`config.mk`:
```
export PLATFORM = sky130hd
export DESIGN_NAME = ttw_seq_flat
export DESIGN_NICKNAME = d
export VERILOG_FILES = /design/src/hdl/ttw_pkg.sv /design/src/hdl/ttw_req_if.sv /design/src/hdl/ttw_seq.sv /design/src/flat_wrapper.sv
export VERILOG_INCLUDE_DIRS = /design/src /design/src/hdl
export SDC_FILE = /design/constraint.sdc
export NUM_CORES = 1
export LEC_CHECK = 0
export BUFFER_PORTS_ARGS = -buffer_cell sky130_fd_sc_hd__buf_2
export CAP_MARGIN = 20
export CORE_MARGIN = 2
export CORE_UTILIZATION = 50
export CTS_BUF_LIST = sky130_fd_sc_hd__clkbuf_8
export DETAILED_ROUTE_END_ITERATION = 8
export HOLD_SLACK_MARGIN = 0.08
export PLACE_DENSITY_LB_ADDON = 0.1
export SLEW_MARGIN = 20
export SYNTH_ARGS = -nofsm -noshare
export SYNTH_HDL_FRONTEND = slang
export SYNTH_SLANG_ARGS = --single-unit
```
`constraint.sdc`:
```
create_clock -name clk -period 2.1 [get_ports clk]
set_clock_uncertainty 0.05 [all_clocks]
set_input_delay 0.21 -clock clk [delete_from_list [all_inputs] [get_ports clk]]
set_output_delay 0.21 -clock clk [all_outputs]
set_load 0.01 [all_outputs]
```
`src/hdl/text_terminal_writer_defines.svh`:
```
// ----------------------------------------------------------------------------
// text_terminal_writer_defines.svh
// Assertion macros shared by the terminal writer RTL.
// ----------------------------------------------------------------------------
`ifndef TEXT_TERMINAL_WRITER_DEFINES_SVH
`define TEXT_TERMINAL_WRITER_DEFINES_SVH

// Check a property on clk, held off while arst_n is low.
`define TTW_ASSERT(label, prop, msg) \
	label: assert property (@(posedge clk) disable iff (!arst_n) prop) else $error(msg);

// Check that a condition never holds.
`define TTW_NEVER(label, expr, msg) \
	`TTW_ASSERT(label, !(expr), msg)

`endif

```
`src/hdl/ttw_pkg.sv`:
```
// ----------------------------------------------------------------------------
// ttw_pkg
// Geometry, character codes and shared types of the terminal writer.
// ----------------------------------------------------------------------------
`timescale 1ns / 1ps
`default_nettype none

package ttw_pkg;

	// Screen geometry
	localparam int COLUMNS = 40;
	localparam int ROWS    = 24;
	localparam int CELLS   = ROWS * COLUMNS;
	localparam int ADDR_W  = $clog2(CELLS);
	localparam int RW      = $clog2(ROWS);
	localparam int CW      = $clog2(COLUMNS);

	// Field widths at the ports
	localparam int CODE_W  = 8;
	localparam int CHAR_W  = 7;
	localparam int ROW_FW  = 5;
	localparam int COL_FW  = 6;

	// Character codes
	localparam logic [CHAR_W-1:0] CH_CR    = 7'h0D;
	localparam logic [CHAR_W-1:0] CH_SPACE = 7'h20;
	localparam logic [CHAR_W-1:0] CH_TILDE = 7'h7E;
	localparam logic [CHAR_W-1:0] CH_CHECK = 7'h5F;
	localparam logic [CHAR_W-1:0] CH_MARK  = 7'h00;
	localparam logic [CHAR_W-1:0] CH_AT    = 7'h40;
	localparam logic [CHAR_W-1:0] CH_LC_A  = 7'h61;
	localparam logic [CHAR_W-1:0] CH_LC_Z  = 7'h7A;
	localparam logic [CHAR_W-1:0] CASE_STEP = 7'd32;

	// Command codes
	localparam logic CMD_WRITE = 1'b0;
	localparam logic CMD_READ  = 1'b1;

	// Screen memory access, addressed by logical row
	typedef struct packed {
		logic              en;
		logic              we;
		logic [RW-1:0]     row;
		logic [CW-1:0]     col;
		logic [CHAR_W-1:0] wdata;
	} scr_req_t;

	// One result transaction
	typedef struct packed {
		logic [CHAR_W-1:0] glyph;
		logic [ROW_FW-1:0] row;
		logic [COL_FW-1:0] col;
	} res_t;

endpackage

`default_nettype wire

```
`src/hdl/ttw_req_if.sv`:
```
// ----------------------------------------------------------------------------
// ttw_req_if
// Request channel: write a character or read the glyph of one cell.
// ----------------------------------------------------------------------------
`timescale 1ns / 1ps
`default_nettype none

interface ttw_req_if;
	import ttw_pkg::*;

	logic              valid;
	logic              ready;
	logic              cmd;
	logic [CODE_W-1:0] char_code;
	logic [ROW_FW-1:0] cell_row;
	logic [COL_FW-1:0] cell_col;
	logic              blink_phase;

	modport source (
		output valid, cmd, char_code, cell_row, cell_col, blink_phase,
		input  ready
	);
	modport sink (
		input  valid, cmd, char_code, cell_row, cell_col, blink_phase,
		output ready
	);
endinterface

`default_nettype wire

```
`src/hdl/ttw_seq.sv`:
```
// ----------------------------------------------------------------------------
// ttw_seq
// Sequencer: reset fill, cursor, scroll ring pointer and cell accesses.
// ----------------------------------------------------------------------------
`timescale 1ns / 1ps
`default_nettype none
`include "text_terminal_writer_defines.svh"

module ttw_seq (
	input  wire logic                      clk,
	input  wire logic                      arst_n,
	ttw_req_if.sink                        request,
	output ttw_pkg::scr_req_t              mreq,
	output logic [ttw_pkg::RW-1:0]         top,
	input  wire logic [ttw_pkg::CHAR_W-1:0] rdata,
	output logic                           res_valid,
	output ttw_pkg::res_t                  res,
	input  wire logic                      res_ready
);
	import ttw_pkg::*;

	typedef enum logic [2:0] {
		S_INIT, S_IDLE, S_PUT, S_CLEAR, S_MARK, S_RDWAIT, S_DONE
	} state_t;

	state_t            state_q;
	logic [RW-1:0]     init_row_q;
	logic [CW-1:0]     sweep_col_q;
	logic [RW-1:0]     cur_row_q;
	logic [CW-1:0]     cur_col_q;
	logic [RW-1:0]     top_q;
	logic [CHAR_W-1:0] ch_q;
	logic              cr_q;
	logic              blink_q;
	logic [CHAR_W-1:0] glyph_q;

	logic              acc;
	logic              oob;
	logic [CHAR_W-1:0] ch_in;
	logic [CHAR_W-1:0] ch_fold;
	logic              printable;

	assign request.ready = (state_q == S_IDLE);
	assign acc   = request.valid && request.ready;
	assign oob   = (request.cell_row >= ROWS) || (request.cell_col >= COLUMNS);
	assign ch_in = request.char_code[CHAR_W-1:0];

	always_comb begin
		printable = ch_in inside {[CH_SPACE:CH_TILDE]};
		if (ch_in inside {[CH_LC_A:CH_LC_Z]}) begin
			ch_fold = ch_in - CASE_STEP;
		end else begin
			ch_fold = ch_in;
		end
	end

	// Memory accesses by state
	always_comb begin
		mreq = '0;
		case (state_q)
			S_INIT: begin
				mreq.en    = 1'b1;
				mreq.we    = 1'b1;
				mreq.row   = init_row_q;
				mreq.col   = sweep_col_q;
				mreq.wdata = (init_row_q[0] ^ sweep_col_q[0]) ? CH_CHECK : CH_MARK;
			end
			S_IDLE: begin
				mreq.en  = acc && (request.cmd == CMD_READ) && !oob;
				mreq.row = RW'(request.cell_row);
				mreq.col = CW'(request.cell_col);
			end
			S_PUT: begin
				mreq.en    = 1'b1;
				mreq.we    = 1'b1;
				mreq.row   = cur_row_q;
				mreq.col   = cur_col_q;
				mreq.wdata = ch_q;
			end
			S_CLEAR: begin
				mreq.en    = 1'b1;
				mreq.we    = 1'b1;
				mreq.row   = RW'(ROWS - 1);
				mreq.col   = sweep_col_q;
				mreq.wdata = CH_SPACE;
			end
			S_MARK: begin
				mreq.en    = 1'b1;
				mreq.we    = 1'b1;
				mreq.row   = cur_row_q;
				mreq.col   = cur_col_q;
				mreq.wdata = CH_MARK;
			end
			default: begin
				mreq = '0;
			end
		endcase
	end

	always_ff @(posedge clk or negedge arst_n) begin
		if (!arst_n) begin
			state_q     <= S_INIT;
			init_row_q  <= '0;
			sweep_col_q <= '0;
			cur_row_q   <= '0;
			cur_col_q   <= '0;
			top_q       <= '0;
			ch_q        <= '0;
			cr_q        <= 1'b0;
			blink_q     <= 1'b0;
			glyph_q     <= '0;
		end else begin
			case (state_q)
				S_INIT: begin
					if (sweep_col_q == CW'(COLUMNS - 1)) begin
						sweep_col_q <= '0;
						if (init_row_q == RW'(ROWS - 1)) begin
							state_q <= S_IDLE;
						end else begin
							init_row_q <= init_row_q + 1'b1;
						end
					end else begin
						sweep_col_q <= sweep_col_q + 1'b1;
					end
				end
				S_IDLE: begin
					if (acc) begin
						blink_q <= request.blink_phase;
						glyph_q <= ((request.cmd == CMD_READ) && oob) ? CH_SPACE : '0;
						if (request.cmd == CMD_READ) begin
							if (oob) begin
								state_q <= S_DONE;
							end else begin
								state_q <= S_RDWAIT;
							end
						end else if (ch_in == CH_CR) begin
							ch_q    <= CH_SPACE;
							cr_q    <= 1'b1;
							state_q <= S_PUT;
						end else if (printable) begin
							ch_q    <= ch_fold;
							cr_q    <= 1'b0;
							state_q <= S_PUT;
						end else begin
							state_q <= S_DONE;
						end
					end
				end
				S_PUT: begin
					if (cr_q || (cur_col_q == CW'(COLUMNS - 1))) begin
						cur_col_q <= '0;
						if (cur_row_q == RW'(ROWS - 1)) begin
							// Scroll: advance the ring, then blank the new bottom row
							top_q       <= (top_q == RW'(ROWS - 1)) ? '0 : top_q + 1'b1;
							sweep_col_q <= '0;
							state_q     <= S_CLEAR;
						end else begin
							cur_row_q <= cur_row_q + 1'b1;
							state_q   <= S_MARK;
						end
					end else begin
						cur_col_q <= cur_col_q + 1'b1;
						state_q   <= S_MARK;
					end
				end
				S_CLEAR: begin
					if (sweep_col_q == CW'(COLUMNS - 1)) begin
						state_q <= S_MARK;
					end else begin
						sweep_col_q <= sweep_col_q + 1'b1;
					end
				end
				S_MARK: begin
					state_q <= S_DONE;
				end
				S_RDWAIT: begin
					if (rdata == CH_MARK) begin
						glyph_q <= blink_q ? CH_AT : CH_SPACE;
					end else begin
						glyph_q <= rdata;
					end
					state_q <= S_DONE;
				end
				S_DONE: begin
					if (res_ready) begin
						state_q <= S_IDLE;
					end
				end
				default: begin
					state_q <= S_IDLE;
				end
			endcase
		end
	end

	assign top       = top_q;
	assign res_valid = (state_q == S_DONE);
	assign res.glyph = glyph_q;
	assign res.row   = ROW_FW'(cur_row_q);
	assign res.col   = COL_FW'(cur_col_q);

	`TTW_NEVER(a_cur_row_range, cur_row_q >= ROWS, "cursor row beyond the last row")
	`TTW_NEVER(a_cur_col_range, cur_col_q >= COLUMNS, "cursor column beyond the last column")
	`TTW_NEVER(a_top_range, top_q >= ROWS, "top-row offset out of range")
	`TTW_ASSERT(a_clear_to_mark,
		(state_q == S_CLEAR && sweep_col_q == CW'(COLUMNS - 1)) |=> (state_q == S_MARK),
		"row blank did not end in a cursor mark")

endmodule

`default_nettype wire

```
`src/flat_wrapper.sv`:
```
// flat-port wrapper written by rule: the top's interface ports become plain ports
module ttw_seq_flat import ttw_pkg::*;
  (clk, arst_n, mreq, top, rdata, res_valid, res, res_ready, request_valid, request_cmd, request_char_code, request_cell_row, request_cell_col, request_blink_phase, request_ready);
  ttw_req_if request_i ();
  input  wire logic clk;
  input  wire logic arst_n;
  output ttw_pkg::scr_req_t mreq;
  output logic [ttw_pkg::RW-1:0] top;
  input  wire logic [ttw_pkg::CHAR_W-1:0] rdata;
  output logic res_valid;
  output ttw_pkg::res_t res;
  input  wire logic res_ready;
  input wire logic [$bits(request_i.valid)-1:0] request_valid;
  input wire logic [$bits(request_i.cmd)-1:0] request_cmd;
  input wire logic [$bits(request_i.char_code)-1:0] request_char_code;
  input wire logic [$bits(request_i.cell_row)-1:0] request_cell_row;
  input wire logic [$bits(request_i.cell_col)-1:0] request_cell_col;
  input wire logic [$bits(request_i.blink_phase)-1:0] request_blink_phase;
  output wire logic [$bits(request_i.ready)-1:0] request_ready;
  assign request_i.valid = request_valid;
  assign request_i.cmd = request_cmd;
  assign request_i.char_code = request_char_code;
  assign request_i.cell_row = request_cell_row;
  assign request_i.cell_col = request_cell_col;
  assign request_i.blink_phase = request_blink_phase;
  assign request_ready = request_i.ready;
  ttw_seq u_core (.clk(clk), .arst_n(arst_n), .request(request_i), .mreq(mreq), .top(top), .rdata(rdata), .res_valid(res_valid), .res(res), .res_ready(res_ready));
endmodule
```
==> impl_metrics.yaml <==
outcome:
  status: "finished, final reports clean"
logic_synthesis:
  synth.avg_cell_area_um2: 9.04
  synth.ff_latch_count: 46
  asyncSetResetFlopFracSynth_pct: 100
  post_synth_instance_area_mm2: 0.00295
  dominant_register_cell_in_the_synthesized_netlist: "dfrtp_1"
  synth.lib_cells_used.distinct: 59
  synth_seq_area_share_pct: 39.0
  ys_warn_count: 0
  synth-edff-count: 0
  synth_instances: 326
  synth.net_count: 366
worst_setup_path:
  required_ns: 2.29
  delay_of_the_slowest_cell_on_the_worst_path_ns: 0.53
  critical_path_buf_inv_count: 0
  setup.worst_path.end_class: "flip-flop"
  critical-path-slowest-cell: "or4_4"
  worstPathArrival_ns: 2.20
  crit_path_cell_trace: "ha_1 > and4bb_2 > and2_1 > or4_4 > o31ai_2 > a21o_1"
  setup.worst_path.start_class: "flip-flop"
  timing_worst_setup_path_type: "reg2reg"
  path_max_fanout: 4
  critical-path-top-delay-family: "simple AND/OR/NAND/NOR gates"
drt:
  detail-route-antenna-nets: 0
  drt-pass1-iter-count: 5
  vias_per_cell: 5.78
  routed-via-count: 2909
  first_iter_violations: 256
  routed_wirelength_um: 7870
  post-route-drc-count: 0
  wl_per_cell_um: 15.7
timing:
  max_clock_freq_mhz: 497
  timing_worst_slew_pin_value_ns: 0.742
  unrepaired_setup_endpoints_after_global_routing: "no"
  finalWorstSetupSlack_ns: 0.0875
  timing.slew.headroom_pct: 50.0
  final.min_clock_period_ns: 2.01
  final-hold-violation-count: 0
  timing_max_transition_violations_final: 0
  setup_viol: 0
  min_period_over_period_pct: 95.8
power_and_ir_drop:
  power_density_mw_per_mm2: 1230
  p_comb_share_pct: 59.1
  power_switching_mw: 1.98
  ir_drop_mv: 0.520
  proportion_of_power_drawn_by_flip_flops_and_latches_pct: 27.2
  share_clk_of_total_power_pct: 13.7
  power_report.internal_total_mw: 2.68
  p_leak_nw: 1.98
  power.switching_fraction_pct: 42.6
layout:
  fin_nets: 470
  drive_gt1_share_pct: 32.9
  antenna_cells: 0
  layout.core_utilization_pct: 67.5
  area.growth.synth_to_final_pct: 28.4
  most_common_cell_after_layout_fill_and_taps_aside: "buf_2"
  postLayoutCellArea_mm2: 0.00379
  final_cell_mix: "buf_2, nand2_1, dfrtp_1, buf_4, nor2_1"
global_route:
  globalRoute.totalOverflow: 0
  grt_first_pass_wirelength_um: 12600
  initial_antenna_violation_count: 0
  pin_count_of_the_biggest_net_entering_global_routing: 22
  gr-usage-all-layers_pct: 25.0
  grt_pass1_vias: 2584
floorplan:
  floorplan.die_area_mm2: 0.00653
  start_util_pct: 52.6
  placeableCoreArea_mm2: 0.00561
  placement_rows: 27
  die_w_um: 80.8
  die_h_um: 80.8
  ioPinCount: 77
placed_design:
  gp_congestion: 0.841
  post_dp_cell_area_mm2: 0.00362
  dpl.hpwl_um: 5980
  port_buffers: 75
  detailedPlace.worstSlack_ns: -0.0138
clock_network:
  path_clk_slew_ns: 0.08
  max-clock-path-buffers: 2
  cts_tree: "yes"
  cts_buffers: 5
  clock_insertion_delay_worst_skew_ns: 0.30
  cts_root_buf: "clkbuf_8"
  htree_levels: 2
  tritoncts_num_sinks: 46
hold_path:
  worstHoldPathType: "in2reg"
run:
  max_capacitance_violation_total: 0
-- registers in the layout, indices dropped and copies added, names as in the netlist --
| name | flops |
|---|---|
| u_core.ch_q | 7 |
| u_core.cur_row_q | 5 |
| u_core.glyph_q | 7 |
| u_core.cur_col_q | 6 |
| u_core.init_row_q | 5 |
| u_core.state_q | 3 |
| u_core.cr_q | 1 |
| u_core.blink_q | 1 |
| u_core.top | 5 |
| u_core.sweep_col_q | 6 |
-- synth_stat cells (3+ instances only) --
master    count  area share (%)
nand2_1      47             6.0
dfrtp_1      46              39
nor2_1       26             3.3
mux2i_1      16             5.4
nand3_1      16             2.7
o21ai_0      16             2.7
a21oi_1      11             1.9
clkbuf_1     10             1.3
inv_1        10             1.3
a21o_1        8             2.0
ha_1          8             3.4
a32o_1        7             2.4
nand2b_1      7             1.5
xnor2_1       7             2.1
a22o_1        6             1.8
nor3_1        6             1.0
o31ai_1       6             1.5
mux2_2        5             1.9
nand4_1       5             1.1
a221oi_1      4             1.2
buf_1         4            0.51
o22ai_1       4            0.85
xor2_1        4             1.2
a31oi_1       3            0.64
mux2_4        3             1.5
-- per-stage QoR --
step / cells / power (mW) / setup TNS, ns / hold WS [ns]
detailed placement: 494 / 3.91 / -0.0157 / 0.126
floorplan: 326 / 2.90 / 0 / -0.136
global route: 503 / 5.00 / 0 / 0.0922
CTS: 503 / 4.55 / 0 / 0.0876
finish: 503 / 4.66 / 0 / 0.0901
global placement: 494 / 3.86 / 0 / 0.126
-- power groups by stage --
stage          logic (mW)  clock network, mW  registers, mW
2_1_floorplan        1.60                  0           1.29
3_3_place_gp         2.59                  0           1.27
3_5_place_dp         2.63                  0           1.28
4_1_cts              2.65              0.646           1.26
5_1_grt              3.02              0.692           1.29
6_report             2.76              0.637           1.27
-- cell type report --
class | instances | area, um2
fill | 525 | 1820
multi-input combinational | 253 | 1720
sequential | 46 | 1150
timing repair buffer | 114 | 678
tap | 72 | 90.1
clock buffer | 5 | 68.8
clock inverter | 3 | 37.5
inverter | 10 | 37.5
-- kinds of logic after synthesis --
kind of cell    count (synthesis)  share of synthesized area, %
compound gates                 82                          20.0
mux                            26                          9.63
flops                          46                          39.0
fa+ha+maj                       8                          3.40
xor+xnor                       11                          3.27
simple gates                  126                          20.8
buf+inv                        27                          3.78
-- what timing repair did --
item | 4_1_cts | 5_1_grt
endpoints found under the setup margin | 0 | 16
hold buffers | 1 | 0
buffers inserted | 0 | 0
hold endpoints to repair | 18 | 0
resized for setup | 0 | 11
-- final timing paths --
kind / startpoint / end / slack (ns) / depth (start not counted)
setup reg to reg: u_core.sweep_col_q[0]$_DFFE_PN0P_ / u_core.sweep_col_q[3]$_DFFE_PN0P_ / 0.09 / 6
hold reg to reg: u_core.glyph_q[3]$_DFFE_PN0P_ / u_core.glyph_q[3]$_DFFE_PN0P_ / 0.45 / 1
setup / recovery: u_core.sweep_col_q[0]$_DFFE_PN0P_ / u_core.sweep_col_q[3]$_DFFE_PN0P_ / 0.09 / 6
hold / removal: request_blink_phase / u_core.blink_q$_DFFE_PN0P_ / 0.09 / 2
min in group asynchronous: arst_n / u_core.cur_col_q[1]$_DFFE_PN0P_ / 0.36 / 2
max in group asynchronous: arst_n / u_core.state_q[0]$_DFFE_PN0P_ / 1.07 / 3
-- metal layers --
metal	up-vias	track usage (%)	part of all wire [%]
li1	1410	-	-
met1	1417	36.0	47
met2	74	40.0	48
met3	8	3.44	3.9
met4	0	6.10	0.94
met5	-	0	0
Power figures use the tool's default switching activity.
